`config.mk`:
```
export PLATFORM = sky130hd
export DESIGN_NAME = base64_codec_top_flat
export DESIGN_NICKNAME = d
export VERILOG_FILES = /design/src/design/b64c_pkg.sv /design/src/design/b64c_if.sv /design/src/design/b64c_step.sv /design/src/design/base64_codec_top.sv /design/src/flat_wrapper.sv
export SDC_FILE = /design/constraint.sdc
export NUM_CORES = 1
export LEC_CHECK = 0
export ABC_AREA = 1
export BUFFER_PORTS_ARGS = -buffer_cell sky130_fd_sc_hd__buf_2
export CORE_MARGIN = 1
export CORE_UTILIZATION = 40
export CTS_BUF_LIST = sky130_fd_sc_hd__clkbuf_16
export DETAILED_ROUTE_END_ITERATION = 12
export PLACE_DENSITY_LB_ADDON = 0.05
export SLEW_MARGIN = 10
export SYNTH_ARGS = -nofsm -noshare
export SYNTH_HDL_FRONTEND = slang
export SYNTH_SLANG_ARGS = --single-unit
export TNS_END_PERCENT = 30
```
`constraint.sdc`:
```
create_clock -name clk_i -period 4.8 [get_ports clk_i]
set_input_delay 0.24 -clock clk_i [delete_from_list [all_inputs] [get_ports clk_i]]
set_output_delay 0.24 -clock clk_i [all_outputs]
set_load 0.1 [all_outputs]
```
`src/design/b64c_pkg.sv`:
```
// Shared types, constants and character functions of the Base64 codec.
// Used by the step logic and the top level.
package b64c_pkg;

  localparam int unsigned MaxRes   = 4;
  localparam int unsigned ResIdxW  = $clog2(MaxRes);
  localparam int unsigned ResCntW  = $clog2(MaxRes + 1);

  localparam logic [7:0] PadChar = 8'h3D;  // '='

  localparam logic [0:0] ModeEncode = 1'b0;
  localparam logic [0:0] ModeDecode = 1'b1;

  typedef struct packed {
    logic [7:0] data_byte;
    logic       end_of_message;
  } item_t;

  typedef struct packed {
    logic [7:0] out_byte;
    logic       is_error;
  } res_t;

  // Stream state between items of one message.
  typedef struct packed {
    logic [6:0] bit_buffer;
    logic [2:0] bit_count;
    logic [1:0] char_phase;
    logic       error_seen;
  } st_t;

  typedef enum logic [1:0] {
    DigValue = 2'd0,
    DigPad   = 2'd1,
    DigBad   = 2'd2
  } dig_kind_e;

  typedef struct packed {
    dig_kind_e  kind;
    logic [5:0] value;
  } dig_t;

  // Map a 6-bit value to its character of the standard alphabet.
  function automatic logic [7:0] enc_char(input logic [5:0] v);
    logic [7:0] c;
    if (v < 6'd26) begin
      c = 8'h41 + {2'b00, v};
    end else if (v < 6'd52) begin
      c = 8'h61 + {2'b00, v} - 8'd26;
    end else if (v < 6'd62) begin
      c = 8'h30 + {2'b00, v} - 8'd52;
    end else if (v == 6'd62) begin
      c = 8'h2B;
    end else begin
      c = 8'h2F;
    end
    return c;
  endfunction

  // Classify a 7-bit character and give its digit value when it is one.
  function automatic dig_t dec_char(input logic [6:0] c);
    dig_t d;
    d.kind  = DigBad;
    d.value = 6'd0;
    if (c >= 7'h41 && c <= 7'h5A) begin
      d.kind  = DigValue;
      d.value = 6'(c - 7'h41);
    end else if (c >= 7'h61 && c <= 7'h7A) begin
      d.kind  = DigValue;
      d.value = 6'(c - 7'h61 + 7'd26);
    end else if (c >= 7'h30 && c <= 7'h39) begin
      d.kind  = DigValue;
      d.value = 6'(c - 7'h30 + 7'd52);
    end else if (c == 7'h2B) begin
      d.kind  = DigValue;
      d.value = 6'd62;
    end else if (c == 7'h2F) begin
      d.kind  = DigValue;
      d.value = 6'd63;
    end else if (c == 7'h3D) begin
      d.kind  = DigPad;
    end
    return d;
  endfunction

endpackage

```
`src/design/b64c_if.sv`:
```
// Valid/ready channel interfaces of the Base64 codec: input words, result
// words and the mode register write channel.

interface b64c_in_if;
  logic       valid;
  logic       ready;
  logic [7:0] data_byte;
  logic       end_of_message;

  modport source (output valid, output data_byte, output end_of_message, input ready);
  modport sink   (input valid, input data_byte, input end_of_message, output ready);
endinterface

interface b64c_out_if;
  logic       valid;
  logic       ready;
  logic [7:0] out_byte;
  logic       is_error;
  logic       run_last;

  modport source (output valid, output out_byte, output is_error, output run_last,
                  input ready);
  modport sink   (input valid, input out_byte, input is_error, input run_last,
                  output ready);
endinterface

interface b64c_cfg_if;
  logic valid;
  logic ready;
  logic mode;

  modport source (output valid, output mode, input ready);
  modport sink   (input valid, input mode, output ready);
endinterface

```
`src/design/b64c_step.sv`:
```
// Combinational step of the codec: one word and the stream state in, up to
// four result words and the next state out. Depends on b64c_pkg.
module b64c_step (
  input  logic                            mode_i,
  input  b64c_pkg::item_t                 item_i,
  input  b64c_pkg::st_t                   st_i,
  output b64c_pkg::res_t [b64c_pkg::MaxRes-1:0] res_o,
  output logic [b64c_pkg::ResCntW-1:0]    cnt_o,
  output b64c_pkg::st_t                   st_o
);

  // Encode side.
  logic [5:0]  c0, c1, lchar;
  logic [3:0]  left;
  logic [2:0]  lcnt;
  logic [1:0]  nfull, ph1, ph2, pads;
  logic        lflag;
  logic [2:0]  ksum;
  logic [11:0] acc12;

  // Decode side.
  b64c_pkg::dig_t dig;
  logic [12:0] acc13;
  logic [3:0]  dcnt;
  logic [2:0]  dsh, dcnt_n;

  always_comb begin
    acc12 = {st_i.bit_buffer[3:0], item_i.data_byte};
    c1    = acc12[5:0];
    unique case (st_i.bit_count)
      3'd0: begin
        c0 = item_i.data_byte[7:2];
        left = {2'b00, item_i.data_byte[1:0]};
        lcnt = 3'd2;
        nfull = 2'd1;
      end
      3'd2: begin
        c0 = acc12[9:4];
        left = acc12[3:0];
        lcnt = 3'd4;
        nfull = 2'd1;
      end
      default: begin
        c0 = acc12[11:6];
        left = 4'd0;
        lcnt = 3'd0;
        nfull = 2'd2;
      end
    endcase
    lflag = (lcnt != 3'd0);
    lchar = (lcnt == 3'd2) ? {left[1:0], 4'b0000} : {left, 2'b00};
    ph1   = st_i.char_phase + nfull;
    ph2   = ph1 + {1'b0, lflag};
    pads  = 2'd0 - ph2;
    ksum  = {1'b0, nfull} + {2'b00, lflag} + {1'b0, pads};

    dig   = b64c_pkg::dec_char(item_i.data_byte[6:0]);
    acc13 = {st_i.bit_buffer, dig.value};
    dcnt  = {1'b0, st_i.bit_count} + 4'd6;
    dsh   = 3'(dcnt - 4'd8);
    dcnt_n = (dcnt >= 4'd8) ? dsh : dcnt[2:0];

    for (int i = 0; i < b64c_pkg::MaxRes; i++) begin
      res_o[i] = '{out_byte: b64c_pkg::PadChar, is_error: 1'b0};
    end
    cnt_o = '0;
    st_o  = st_i;

    if (mode_i == b64c_pkg::ModeEncode) begin
      res_o[0].out_byte = b64c_pkg::enc_char(c0);
      if (nfull == 2'd2) begin
        res_o[1].out_byte = b64c_pkg::enc_char(c1);
      end else if (lflag) begin
        res_o[1].out_byte = b64c_pkg::enc_char(lchar);
      end
      if (item_i.end_of_message) begin
        cnt_o = (ksum > 3'(b64c_pkg::MaxRes)) ? b64c_pkg::ResCntW'(b64c_pkg::MaxRes)
                                                : b64c_pkg::ResCntW'(ksum);
        st_o  = '0;
      end else begin
        cnt_o = b64c_pkg::ResCntW'(nfull);
        st_o.bit_buffer = {3'b000, left};
        st_o.bit_count  = lcnt;
        st_o.char_phase = ph1;
      end
    end else begin
      if (!st_i.error_seen) begin
        unique case (dig.kind)
          b64c_pkg::DigBad: begin
            res_o[0] = '{out_byte: 8'h00, is_error: 1'b1};
            cnt_o = b64c_pkg::ResCntW'(1);
            st_o.error_seen = 1'b1;
          end
          b64c_pkg::DigValue: begin
            if (dcnt >= 4'd8) begin
              res_o[0] = '{out_byte: 8'(acc13 >> dsh), is_error: 1'b0};
              cnt_o = b64c_pkg::ResCntW'(1);
            end
            st_o.bit_buffer = acc13[6:0] & ((7'd1 << dcnt_n) - 7'd1);
            st_o.bit_count  = dcnt_n;
          end
          default: begin
          end
        endcase
      end
      if (item_i.end_of_message) begin
        st_o = '0;
      end
    end
  end

endmodule

```
`src/design/base64_codec_top.sv`:
```
// Streaming Base64 codec (standard alphabet) with a one-bit mode register.
// An accepted word passes through the input register and then the result
// buffer, from which its results, 0 to 4 of them, are read out. The input
// register holds one further word while the buffer still reads out the
// previous word's results. Reset clears mode and stream state and empties
// both buffers; there is no clearing pass.
module base64_codec_top (
  input  logic             clk_i,
  input  logic             rst_ni,
  b64c_in_if.sink          in_i,
  b64c_out_if.source       out_o,
  b64c_cfg_if.sink         cfg_i
);

  // Mode register and the state carried from word to word within a message.
  logic          mode_q;
  b64c_pkg::st_t st_q, st_d;

  // Input register: holds one accepted word until the result buffer frees up.
  logic            in_vld_q;
  b64c_pkg::item_t in_q;

  // Result buffer: up to four results of one word, read out one per cycle while the output is ready.
  b64c_pkg::res_t [b64c_pkg::MaxRes-1:0] res_q, res_d;
  logic [b64c_pkg::ResCntW-1:0]          rem_q, cnt_d;
  logic [b64c_pkg::ResIdxW-1:0]          rd_q;

  logic in_fire, out_fire, cfg_fire, buf_free, mv;

  assign out_fire = out_o.valid && out_o.ready;
  assign in_fire  = in_i.valid && in_i.ready;
  assign cfg_fire = cfg_i.valid && cfg_i.ready;

  // The buffer can take the next word's results when it is empty or its
  // last result leaves in this cycle, so a word moves on without a gap.
  assign buf_free = (rem_q == '0) || ((rem_q == b64c_pkg::ResCntW'(1)) && out_fire);
  assign mv       = in_vld_q && buf_free;

  // The input register empties whenever its word moves on, so the next word
  // can be taken in the same cycle.
  assign in_i.ready  = !in_vld_q || mv;
  assign cfg_i.ready = 1'b1;

  b64c_step u_step (
    .mode_i (mode_q),
    .item_i (in_q),
    .st_i   (st_q),
    .res_o  (res_d),
    .cnt_o  (cnt_d),
    .st_o   (st_d)
  );

  always_ff @(posedge clk_i or negedge rst_ni) begin
    if (!rst_ni) begin
      mode_q   <= b64c_pkg::ModeEncode;
      st_q     <= '0;
      in_vld_q <= 1'b0;
      rem_q    <= '0;
      rd_q     <= '0;
    end else begin
      // A mode write aborts any message: the stream state starts over.
      if (cfg_fire) begin
        mode_q <= cfg_i.mode;
        st_q   <= '0;
      end else if (mv) begin
        st_q <= st_d;
      end

      if (in_fire) begin
        in_vld_q <= 1'b1;
      end else if (mv) begin
        in_vld_q <= 1'b0;
      end

      if (mv) begin
        rem_q <= cnt_d;
        rd_q  <= '0;
      end else if (out_fire) begin
        rem_q <= rem_q - b64c_pkg::ResCntW'(1);
        rd_q  <= rd_q + b64c_pkg::ResIdxW'(1);
      end
    end
  end

  // Payload registers carry no reset.
  always_ff @(posedge clk_i) begin
    if (in_fire) begin
      in_q <= '{data_byte: in_i.data_byte, end_of_message: in_i.end_of_message};
    end
    if (mv) begin
      res_q <= res_d;
    end
  end

  // The last buffered result of a word carries the run_last flag.
  assign out_o.valid    = (rem_q != '0);
  assign out_o.out_byte = res_q[rd_q].out_byte;
  assign out_o.is_error = res_q[rd_q].is_error;
  assign out_o.run_last = (rem_q == b64c_pkg::ResCntW'(1));

  // A word moves into the result buffer only when nothing would be lost.
  a_move_free: assert property (@(posedge clk_i) disable iff (!rst_ni)
    mv |-> (rem_q == '0) || ((rem_q == b64c_pkg::ResCntW'(1)) && out_fire))
    else $error("word moved into an occupied result buffer");

  // The end of a message leaves the stream state clear.
  a_eom_clear: assert property (@(posedge clk_i) disable iff (!rst_ni)
    (mv && in_q.end_of_message) |=> (st_q == '0))
    else $error("stream state not cleared after end of message");

  // In encode mode the leftover bit count is always 0, 2 or 4.
  a_enc_count: assert property (@(posedge clk_i) disable iff (!rst_ni)
    (mode_q == b64c_pkg::ModeEncode) |->
      (st_q.bit_count == 3'd0 || st_q.bit_count == 3'd2 || st_q.bit_count == 3'd4))
    else $error("encode bit count out of step");

  // The buffer never claims more results than it holds.
  a_rem_bound: assert property (@(posedge clk_i) disable iff (!rst_ni)
    out_o.valid |-> (rem_q <= b64c_pkg::ResCntW'(b64c_pkg::MaxRes)) &&
                    ({1'b0, rd_q} + rem_q <= b64c_pkg::ResCntW'(b64c_pkg::MaxRes)))
    else $error("result buffer count out of range");

endmodule
```
`src/flat_wrapper.sv`:
```
// flat-port wrapper written by rule: the top's interface ports become plain ports
module base64_codec_top_flat 
  (clk_i, rst_ni, in_i_valid, in_i_data_byte, in_i_end_of_message, in_i_ready, out_o_valid, out_o_out_byte, out_o_is_error, out_o_run_last, out_o_ready, cfg_i_valid, cfg_i_mode, cfg_i_ready);
  b64c_in_if in_i_i ();
  b64c_out_if out_o_i ();
  b64c_cfg_if cfg_i_i ();
  input  logic clk_i;
  input  logic rst_ni;
  input wire logic [$bits(in_i_i.valid)-1:0] in_i_valid;
  input wire logic [$bits(in_i_i.data_byte)-1:0] in_i_data_byte;
  input wire logic [$bits(in_i_i.end_of_message)-1:0] in_i_end_of_message;
  output wire logic [$bits(in_i_i.ready)-1:0] in_i_ready;
  output wire logic [$bits(out_o_i.valid)-1:0] out_o_valid;
  output wire logic [$bits(out_o_i.out_byte)-1:0] out_o_out_byte;
  output wire logic [$bits(out_o_i.is_error)-1:0] out_o_is_error;
  output wire logic [$bits(out_o_i.run_last)-1:0] out_o_run_last;
  input wire logic [$bits(out_o_i.ready)-1:0] out_o_ready;
  input wire logic [$bits(cfg_i_i.valid)-1:0] cfg_i_valid;
  input wire logic [$bits(cfg_i_i.mode)-1:0] cfg_i_mode;
  output wire logic [$bits(cfg_i_i.ready)-1:0] cfg_i_ready;
  assign in_i_i.valid = in_i_valid;
  assign in_i_i.data_byte = in_i_data_byte;
  assign in_i_i.end_of_message = in_i_end_of_message;
  assign in_i_ready = in_i_i.ready;
  assign out_o_valid = out_o_i.valid;
  assign out_o_out_byte = out_o_i.out_byte;
  assign out_o_is_error = out_o_i.is_error;
  assign out_o_run_last = out_o_i.run_last;
  assign out_o_i.ready = out_o_ready;
  assign cfg_i_i.valid = cfg_i_valid;
  assign cfg_i_i.mode = cfg_i_mode;
  assign cfg_i_ready = cfg_i_i.ready;
  base64_codec_top u_core (.clk_i(clk_i), .rst_ni(rst_ni), .in_i(in_i_i), .out_o(out_o_i), .cfg_i(cfg_i_i));
endmodule
```
## Word level (Yosys, flattened, before mapping)

Index checks and enable logic that the tools add are counted.

| word-level totals | value |
|---|---|
| bits in registers | 46 |
| output and inout bits | 13 |
| word-level logic and storage cells | 158 |

| cells by class | value |
|---|---|
| add/sub/neg operators | 30 |
| order comparisons | 18 |
| equality and inequality tests | 14 |
| shifts and indexed selects | 2 |
| muxes and demuxes | 55 |
| bitwise logic cells | 2 |
| reduce and logical (&&, ||, !) cells | 24 |

Operators by type and width:

| operator | count |
|---|---|
| $mux W8 | 16 |
| $mux W13 | 4 |
| $add A7 B6 Y8 const A | 6 |
| $lt A6 B6 Y1 const B | 6 |
| $mux W9 | 4 |
| $mux W3 | 9 |
| $sub A7 B6 Y8 const B | 3 |
| $sub A8 B5 Y8 const B | 3 |
| $add A6 B6 Y7 const A | 3 |
| $eq A7 B6 Y1 const B | 3 |
| $mux W10 | 2 |
| $bmux W9 S2 | 1 |
| $eq A6 B6 Y1 const B | 3 |
| $lt A6 B5 Y1 const B | 3 |
| $pmux W9 S2 | 1 |
| $ge A7 B7 Y1 const B | 2 |
| $le A7 B7 Y1 const B | 2 |
| $shr A13 B3 Y8 | 1 |
| $mux W6 | 2 |
| $pmux W6 S2 | 1 |
| $sub A6 B6 Y6 const B | 2 |
| $mux W2 | 5 |
| $reduce_bool A3 Y1 | 3 |
| $ne A4 B4 Y1 const B | 2 |
| 37 further kinds | 58 |

## Depth between registers and ports, before layout

Gate-level depths: netlist of the first run.

| depth | value |
|---|---|
| depth after elaboration | 14 |
| gate-level depth with buffers | 18 |
| gate-level depth less buffers | 16 |

## Modules after synthesis

Synthesis of the first run repeated with hierarchy kept, for this count alone.

| second synthesis, totals | value |
|---|---|
| cell total of the unflattened synthesis | 696 |
| area total of the unflattened synthesis | 5363.9 um^2 |

Modules (own cells, without submodules):

| module | instances | cells each | area an instance (um^2) | sequential area each (um^2) |
|---|---|---|---|---|
| b64c_step | 1 | 484 | 2721.4 | 0.0 |
| base64_codec_top | 1 | 212 | 2642.5 | 1851.8 |

## Worst setup path before layout of the first run

Ideal clock, no wire load.

| timing path | value |
|---|---|
| path type | flip-flop to flip-flop |
| start | reg u_core.rem_q[1] (netlist bit) |
| end | reg u_core.rem_q[0] (netlist bit) |
| arrival | 3.772 ns |
| data required time | 4.658 ns |
| setup slack | 0.886 ns |
| cell stages (with the launch flop) | 14 |
| period minus slack after synthesis | 3.914 ns |
| path through | dfrtp_1 > inv_1 > ha_1 > inv_1 > nor2_1 > nand2_1 > nand2_1 > inv_1 > nor2_1 > inv_1 > nor3_1 > nand2_1 > nand3_1 > o21ai_0 |

| on the way | value |
|---|---|
| elaborated cells on any way between the ends | 9 |
| classes of those cells | eq/ne (1); mux (1); reduce/logical (7) |

RTL lines:

| what | line | source |
|---|---|---|
| start, declared | base64_codec_top.sv:25 | `logic [b64c_pkg::ResCntW-1:0] rem_q, cnt_d;` |
| start signal, assigned | base64_codec_top.sv:76 | `rem_q <= cnt_d;` |
| start signal, assigned | base64_codec_top.sv:79 | `rem_q <= rem_q - b64c_pkg::ResCntW'(1);` |
| $eq A3 B1 Y1 (*) | -- |  |
| via out_o_run_last | flat_wrapper.sv:16 | `output wire logic [$bits(out_o_i.run_last)-1:0] out_o_run_last;` |
| $logic_and A1 B1 Y1 (*) | base64_codec_top.sv:36 | `assign buf_free = (rem_q == '0) \|\| ((rem_q == b64c_pkg::ResCntW'(1)) && out_fire);` |
| $logic_or A1 B1 Y1 (*) | base64_codec_top.sv:36 |  |
| $logic_and A1 B1 Y1 (*) | base64_codec_top.sv:37 | `assign mv = in_vld_q && buf_free;` |
| via u_core.mv | base64_codec_top.sv:28 | `logic in_fire, out_fire, cfg_fire, buf_free, mv;` |
| $mux W3 / $reduce_bool A2 Y1 (equally long branches) | -- |  |

Mark *: on every way through the listed nets, which the timed path passes. The rest lies on a longest branch.
A chain may end at the register's enable or synchronous reset.

==> results of run 1 <==
-- cells in the final DEF (no fill, tap or decap), types with 8 or more instances in the layout --
cell and count:
a21oi_1 29, buf_2 26, dfrtp_1 19, edfxtp_1 26, ha_1 25, inv_1 57, inv_2 9, nand2_1 132
nand3_1 59, nand4_1 8, nor2_1 44, nor3_1 8, o21ai_0 30, o21ai_1 15, xor2_1 10
-- worst paths after layout --
check                                  end  depth (start not counted)  slack (ns)           startpoint
max in group asynchronous   u_core.st_q[8]                          2        4.04               rst_ni
hold reg to reg            u_core.st_q[12]                          2        0.52      u_core.st_q[12]
setup / recovery           u_core.res_q[4]                         15        1.30       u_core.st_q[4]
hold / removal              u_core.in_q[0]                          1        0.12  in_i_end_of_message
min in group asynchronous  u_core.in_vld_q                          2        0.44               rst_ni
setup reg to reg           u_core.res_q[4]                         15        1.30       u_core.st_q[4]
-- cells by family after synthesis --
kind of cell | share of synthesized area (%)
AND/OR/NAND/NOR | 30.2
adder cells (fa/ha/maj) | 7.85
other | 0.0941
XOR/XNOR | 2.86
AO/OA/AOI/OAI | 18.4
buffers and inverters | 8.85
flip-flops | 31.5
multiplexers | 0.251
-- sequential cells by signal (all words and copies together), names as in the netlist --
register,count
u_core.res_q,17
u_core.st_q,12
u_core.in_q,9
u_core.rem_q,3
u_core.rd_q,2
u_core.in_vld_q,1
u_core.mode_q,1
-- routing by layer --
layer,share of wire (%),GRT usage [%],wire length (um),vias up
met2,46,39.7,5230,122
met1,47,32.7,5430,1753
met3,4.4,2.67,508,23
li1,-,-,-,1907
met4,2.5,8.24,287,0
met5,0,0,0,-
-- layout make-up --
| type | count | area share, % |
|---|---|---|
| clock buffers | 5 | 2.88 |
| flip-flops and latches | 45 | 28.9 |
| multi-input cells | 425 | 54.7 |
| well taps | 133 | 3.83 |
| repair buffers | 28 | 3.40 |
| inverters | 68 | 5.88 |
| clock inverters | 3 | 0.375 |
-- through the flow --
| step | cell area (um2) | util [%] | setup WS, ns |
|---|---|---|---|
| after detailed placement | 4190 | 43.1 | 1.32 |
| after CTS | 4340 | 44.6 | 1.32 |
| after global placement | 4190 | 43.1 | 1.43 |
| after floorplan | 3990 | - | 0.886 |
| final | 4340 | 44.6 | 1.30 |
| after global routing | 4340 | 44.6 | 0.909 |
-- critical path: cells and delay by family (launching register included) --
family	cells	cell delay [ns]
DFF	1	0.64
buffers and inverters	4	0.71
adders and majority gates	2	0.65
and+or+nand+nor	7	0.91
AOI/OAI and AO/OA	2	0.31
==> results.toml, run 1 <==
[global_route]
grt_pass1_vias = 3663
grt_max_degree = 23
overflow = 0
track_usage_pct = 24.0
grt_antenna_before_repair = 0
grt_first_pass_wirelength_um = 18900

[place]
dp_hpwl_um = 9120
gp_congestion = 0.961
portBuffers = 26
dp_cells = 698

[floorplan]
design.core.area_um2 = 9730
start_util_pct = 41.0
num_rows = 36
floorplan.die_area_um2 = 10400
fp.dieH_um = 102
die_x_um = 102
ios = 28

[route]
totalWireLength_um = 11500
drc = 0
via_per_inst = 5.38
postRouteAntennaNets = 0
vias = 3805
drtIter0Drc = 296
first_pass_iters = 5
wl_per_cell_um = 16.2

[logic_synthesis]
synthTopCellsByArea = "edfxtp_1 (20%), nand2_1 (12%), dfrtp_1 (12%)"
synth_cell_types = 46
synth_edf_count = 26
synthArstFlopShare_pct = 42.2
ys_ff_latch = 45
synthCells = 556
ys_seq_area_share_pct = 31.5
yosysMostFrequentCell = "nand2_1"
synth_area_um2 = 3990
synthTopCellsByCount = "nand2_1 (132), nand3_1 (59), inv_1 (57)"
postSynthAreaPerCell_um2 = 7.17
syn_nets = 596
synth.largest_area_cell = "edfxtp_1"
synth-main-ff-cell = "edfxtp_1"
yosys.area.top_type_share_pct = 19.6
yosysWarnings = 0

[clock_network]
cts_tree = "done"
path_clk_slew_ns = 0.07
root_buffer = "clkbuf_16"
tritoncts.num_buffers = 5
cts_setup_buffers = 0
htreeDepth = 2
worstSkewPairLatency_ns = 0.29
clock-sinks = 45
cts_resized = 0
cts_hold_buf = 1
clockBufferDepth = 2

[timing]
finalSetupViolations = 0
holdWs_ns = 0.125
rsz0062_at_grt = "false"
post-route-min-period_ns = 3.50
max_freq_ghz = 0.286
final_max_slew_viol_count = 0
setup_tns_ns = 0
min_period_over_period_pct = 72.9
slew-limit-headroom_pct = 52.5
fin_skew_ns = 0.00918
hold_viol = 0
tightest_slew_ns = 0.713

[cells_and_area]
syn_to_final_growth_pct = 8.98
drive_gt1_share_pct = 12.9
antenna_cells = 0
fill_cells = 1029
seq_area_um2 = 1260
multiInputGateArea_um2 = 2380
nets = 613
final_cell_count_no_fill = 707

[critical_path]
crit_chain = "clkinv_1, ha_1, nor2_4, inv_2, o21ai_2, ha_1, inv_1, nand2_1, nand2_1, nand2_2, nand2_1, nand2_1, inv_1, nor2_1, a21oi_1"
cp_slowest_cell = "dfrtp_1"
cp.arrival_ns = 3.53
start_kind = "flip-flop"
crit_type = "flip-flop to flip-flop"
required_ns = 4.82
crit_path_end_kind = "flip-flop"
critPathMaxFanout = 19
critPathMaxStageDelay_ns = 0.64
crit_path_frequent_cell = "nand2_1"

[min_path]
holdCritPathClass = "input port to flip-flop"

[outcome]
status = "complete, no violations"

[run]
maxCapViolCount = 0
Power of run 1 is not shown: default switching activity piles up to over one toggle a cycle in this logic, so the estimate is an artifact.
==> inputs of run 2 (changes only) <==
- clock period: 4.8 -> 3.52 ns (I/O delays scaled with it)
==> run 2 against run 1 <==
Compared with the run above: final area increased by 1.1%; via count shrank 0.26%; critical path depth unchanged; clock skew is 0.0041 ns lower; worst hold slack worse by 0.066 ns; sequential share of layout area fell by 0.32 points; global-route usage decreased by 0.14 points; die area unchanged; cell count up 0.57%; critical path type unchanged; sequential cell count unchanged; critical endpoint unchanged.
==> results.toml, run 2 (synthesis results as in run 1) <==
[clock_network]
cts_setup_buffers = 0
cts_resized = 0
worstSkewPairLatency_ns = 0.29
cts_tree = "done"
clockBufferDepth = 2
root_buffer = "clkbuf_16"
path_clk_slew_ns = 0.06
cts_hold_buf = 1
htreeDepth = 2
tritoncts.num_buffers = 5
clock-sinks = 45

[critical_path]
crit_path_frequent_cell = "nand2_1"
critPathMaxStageDelay_ns = 0.41
rr_worst_depth = 15
critPathMaxFanout = 15
start_kind = "flip-flop"
cp_slowest_cell = "nor2_4"
crit_path_end_kind = "flip-flop"
crit_chain = "inv_1, ha_1, nor2_4, inv_2, o21ai_2, ha_1, inv_1, nand2_1, nand2_1, nand2_2, nand2_1, nand2_1, inv_1, nor2_1, a21oi_1"
reg2reg_setup_slack_ns = 0.74
cp.arrival_ns = 2.81
crit_type = "flip-flop to flip-flop"
required_ns = 3.55

[place]
dp_cells = 702
dpl_cell_area_um2 = 4220
dp_hpwl_um = 8950
portBuffers = 26
gp_congestion = 0.977

[cells_and_area]
layout_commonest_cell = "nand2_1"
fin_area_um2 = 4390
drive_gt1_share_pct = 13.5
syn_to_final_growth_pct = 10.2
antenna_cells = 0
nets = 617
top_regs = "u_core.res_q (17), u_core.st_q (12), u_core.in_q (9)"
top_register = "u_core.res_q"
largest_register_ffs = 17
final_cell_mix = "nand2_1 (132), nand3_1 (59), inv_1 (58)"
final_cell_count_no_fill = 711

[global_route]
grt_first_pass_wirelength_um = 18500
track_usage_pct = 23.8
grt_pass1_vias = 3467
overflow = 0
grt_antenna_before_repair = 0
grt_max_degree = 23

[timing]
hold_viol = 0
fin_skew_ns = 0.00509
min_period_over_period_pct = 79.1
slew-limit-headroom_pct = 54.7
post-route-min-period_ns = 2.78
holdWs_ns = 0.0584
finalSetupViolations = 0
final_max_slew_viol_count = 0
setup_tns_ns = 0
tightest_slew_ns = 0.679
rsz0062_at_grt = "false"
max_freq_ghz = 0.359

[run]
maxCapViolCount = 0

[route]
drc = 0
first_pass_iters = 7
drtIter0Drc = 195
totalWireLength_um = 11500
via_per_inst = 5.34
vias = 3795
wl_per_cell_um = 16.2
postRouteAntennaNets = 0

[min_path]
whs_path_depth = 1
holdCritPathClass = "input port to flip-flop"

[floorplan]
design.core.area_um2 = 9730
die_x_um = 102
ios = 28
floorplan.die_area_um2 = 10400
start_util_pct = 41.0
fp.dieH_um = 102
num_rows = 36

[outcome]
status = "complete, no violations"
[run 2: final timing paths]
kind	to	start
worst max-delay path	u_core.res_q[4]	u_core.st_q[5]
worst min-delay path	u_core.in_q[4]	in_i_data_byte[3]
worst max register to register	u_core.res_q[4]	u_core.st_q[5]
worst min register to register	u_core.st_q[12]	u_core.st_q[12]
max in group asynchronous	u_core.st_q[8]	rst_ni
min in group asynchronous	u_core.rd_q[0]	rst_ni
[run 2: cell type report]
type	instances	area, um2
tap	133	166
clock buffer	6	150
sequential	45	1260
fill	1009	5340
timing repair buffer	32	178
inverter	68	255
clock inverter	2	7.51
multi-input combinational	425	2380
[run 2: stage by stage]
step / worst slack, ns / util (%)
after detailed placement: 0.750 / 43.4
after global routing: 0.465 / 45.1
after CTS: 0.747 / 45.1
after floorplan: 0.108 / -
after global placement: 0.773 / 43.4
final: 0.736 / 45.1
[run 2: layer usage]
metal	GRT usage (%)	wire, um	vias up
li1	-	-	1926
met1	34.1	5570	1730
met2	37.2	5180	129
met3	4.10	620	10
met4	6.37	170	0
met5	0	0	-
[run 2: worst max-delay path, delay by kind of cell (launching register included)]
family	cells	cell delay (ns)
compound gates	2	0.29
fa+ha+maj	2	0.57
buf+inv	4	0.39
flops	1	0.32
simple gates	7	0.94
Power of run 2 is left out for the same reason.
==> inputs of run 3 (changes only) <==
- ABC_AREA: 1 -> 0
- clock period: 3.52 -> 2.7 ns (I/O delays scaled with it)
==> run 3 against run 2 <==
Compared with the run above: clock skew up 0.0026 ns; first-iteration DRC count up 52%; maximum frequency up 5.4%; utilization up 6.3 points; worst hold slack worse by 0.041 ns.
==> results.toml, run 3 <==
[outcome]
status = "complete, no violations"

[critical_path]
crit_path_end_kind = "flip-flop"
start_kind = "flip-flop"
cp.arrival_ns = 2.68
critPathMaxFanout = 8
required_ns = 2.74
crit_type = "flip-flop to flip-flop"

[clock_network]
path_clk_slew_ns = 0.07
tritoncts.num_buffers = 5
worstSkewPairLatency_ns = 0.29
clockBufferDepth = 2
htreeDepth = 2
clock-sinks = 45
cts_tree = "done"
root_buffer = "clkbuf_16"

[timing]
finalSetupViolations = 0
final_max_slew_viol_count = 0
tightest_slew_ns = 0.603
hold_viol = 0
max_freq_ghz = 0.378
fin_ws_ns = 0.0578
fin_skew_ns = 0.00769
post-route-min-period_ns = 2.64
rsz0062_at_grt = "true"
min_period_over_period_pct = 97.9
slew-limit-headroom_pct = 59.8

[global_route]
grt_max_degree = 41
grt_antenna_before_repair = 0
overflow = 0
grt_pass1_vias = 3729
grt_first_pass_wirelength_um = 19600
track_usage_pct = 22.8

[logic_synthesis]
ys_ff_latch = 45
synth_edf_count = 26
ys_seq_area_share_pct = 30.1
synth.largest_area_cell = "edfxtp_1"
synth_cell_types = 90
synthCells = 467
synth_area_um2 = 4170
yosysMostFrequentCell = "nand2_1"
synth-main-ff-cell = "edfxtp_1"
synthTopCellsByArea = "edfxtp_1 (19%), dfrtp_1 (11%), ha_1 (7.5%)"
synthArstFlopShare_pct = 42.2
synthTopCellsByCount = "nand2_1 (40), nor2_1 (36), a21oi_1 (30)"
syn_nets = 507
yosys.area.top_type_share_pct = 18.7
yosysWarnings = 0
postSynthAreaPerCell_um2 = 8.93

[cells_and_area]
nets = 591
top_regs = "u_core.res_q (17), u_core.st_q (12), u_core.in_q (9)"
final_core_utilization_pct = 51.4
final_cell_count_no_fill = 685
syn_to_final_growth_pct = 22.7
drive_gt1_share_pct = 32.6
fin_area_um2 = 5120
antenna_cells = 0
fill_cells = 926
final_cell_mix = "buf_4 (78), nand2_1 (39), nor2_1 (35)"
seq_area_um2 = 1260
layout_commonest_cell = "buf_4"
multiInputGateArea_um2 = 2700
largest_register_ffs = 17
top_register = "u_core.res_q"

[route]
drc = 0
totalWireLength_um = 12200
vias = 3935
wl_per_cell_um = 17.7
first_pass_iters = 5
via_per_inst = 5.74
drtIter0Drc = 296
postRouteAntennaNets = 0

[place]
dpl_cell_area_um2 = 4840
dp_cells = 673
dp_hpwl_um = 9200
pre_cts_slack_ns = -0.0742
gp_congestion = 1.03
portBuffers = 26

[floorplan]
ios = 28
num_rows = 36
floorplan.die_area_um2 = 10800
fp.dieH_um = 104
design.core.area_um2 = 9950
die_x_um = 104
start_util_pct = 41.9

[run]
maxCapViolCount = 0

[pwr]
p_per_area_nw_per_um2 = 1170
p_leak_nw = 2.15
ir_worst_vdd_mv = 0.961

[min_path]
holdCritPathClass = "input port to flip-flop"
==> run 3: changes by cell type after synthesis, moves of 10 or more <==
cell,delta
a211oi_1,+11
nor2b_1,+11
mux2i_1,+11
inv_1,-31
nand3_1,-45
nand2_1,-92
o21ai_1,-10
==> run 3: worst max-delay path, cell delays in order, from the launching register on <==
cell and delay (ns):
dfrtp_1 0.39, inv_2 0.07, ha_4 0.17, buf_4 0.16
a22o_1 0.22, a21o_2 0.20, buf_4 0.14, ha_1 0.19
a21oi_1 0.16, o21ai_2 0.15, a221o_1 0.37, a21oi_2 0.12
nor4_2 0.05
==> run 3: area by class of cell <==
cell class	instances	share of cell area, %
Tap cell	133	3.25
Timing Repair Buffer	106	14.6
Sequential cell	45	24.5
Clock buffer	5	2.44
Inverter	28	2.05
Multi-Input combinational cell	365	52.7
Clock inverter	3	0.416
==> run 3: what timing repair did <==
| item | 4_1_cts | 5_1_grt |
|---|---|---|
| pin swaps | 2 | 7 |
| hold endpoints to repair | 19 | 0 |
| gates resized for setup | 3 | 24 |
| endpoints found under the setup margin | 2 | 6 |
| buffers inserted | 2 | 1 |
| hold buffers | 1 | 0 |
==> run 3: where the power goes <==
part / switching (mW) / total, mW / internal (mW)
Combinational: 2.60 / 4.15 / 1.55
Sequential: 0.200 / 1.19 / 0.987
Clock: 0.285 / 0.630 / 0.345
==> run 3: path summary, 6_finish.rpt <==
check                                         start         endpoint  slack [ns]  depth (start not counted)
worst max-delay path                 u_core.st_q[4]  u_core.res_q[6]        0.06                         12
worst min-delay path            in_i_end_of_message   u_core.in_q[0]        0.02                          1
worst max register to register       u_core.st_q[4]  u_core.res_q[6]        0.06                         12
worst min register to register      u_core.st_q[12]  u_core.st_q[12]        0.48                          2
max in group asynchronous                    rst_ni   u_core.st_q[7]        1.97                          2
min in group asynchronous                    rst_ni   u_core.rd_q[1]        0.36                          2
==> run 3: cells by family (layout without fill, tap and decap cells) <==
logic type,Yosys count,in the layout,synth area share [%]
other cells,1,1,0.0899
mux,16,16,4.23
simple gates,161,161,21.0
buf+inv,57,142,7.83
xor+xnor,12,12,2.52
compound gates,150,150,26.7
flops,45,45,30.1
fa+ha+maj,25,25,7.50
==> run 3: layer usage <==
metal	vias to the layer above	track usage, %	part of all wire (%)
met5	-	0	0
met4	0	4.59	1.5
met3	20	2.88	5.3
met2	150	37.0	46
met1	1854	32.4	47
li1	1911	-	-
==> run 3: through the flow <==
stage                     total power, mW  hold WS, ns  TNS, ns
after floorplan                      4.04       -0.161   -0.643
after global placement               5.10        0.146  -0.0289
after detailed placement             5.12        0.146  -0.0752
after CTS                            5.80       0.0179        0
after global routing                 6.36      0.00977   -0.249
final                                5.97       0.0174        0
No activity file was read; power rests on OpenSTA's default activity.
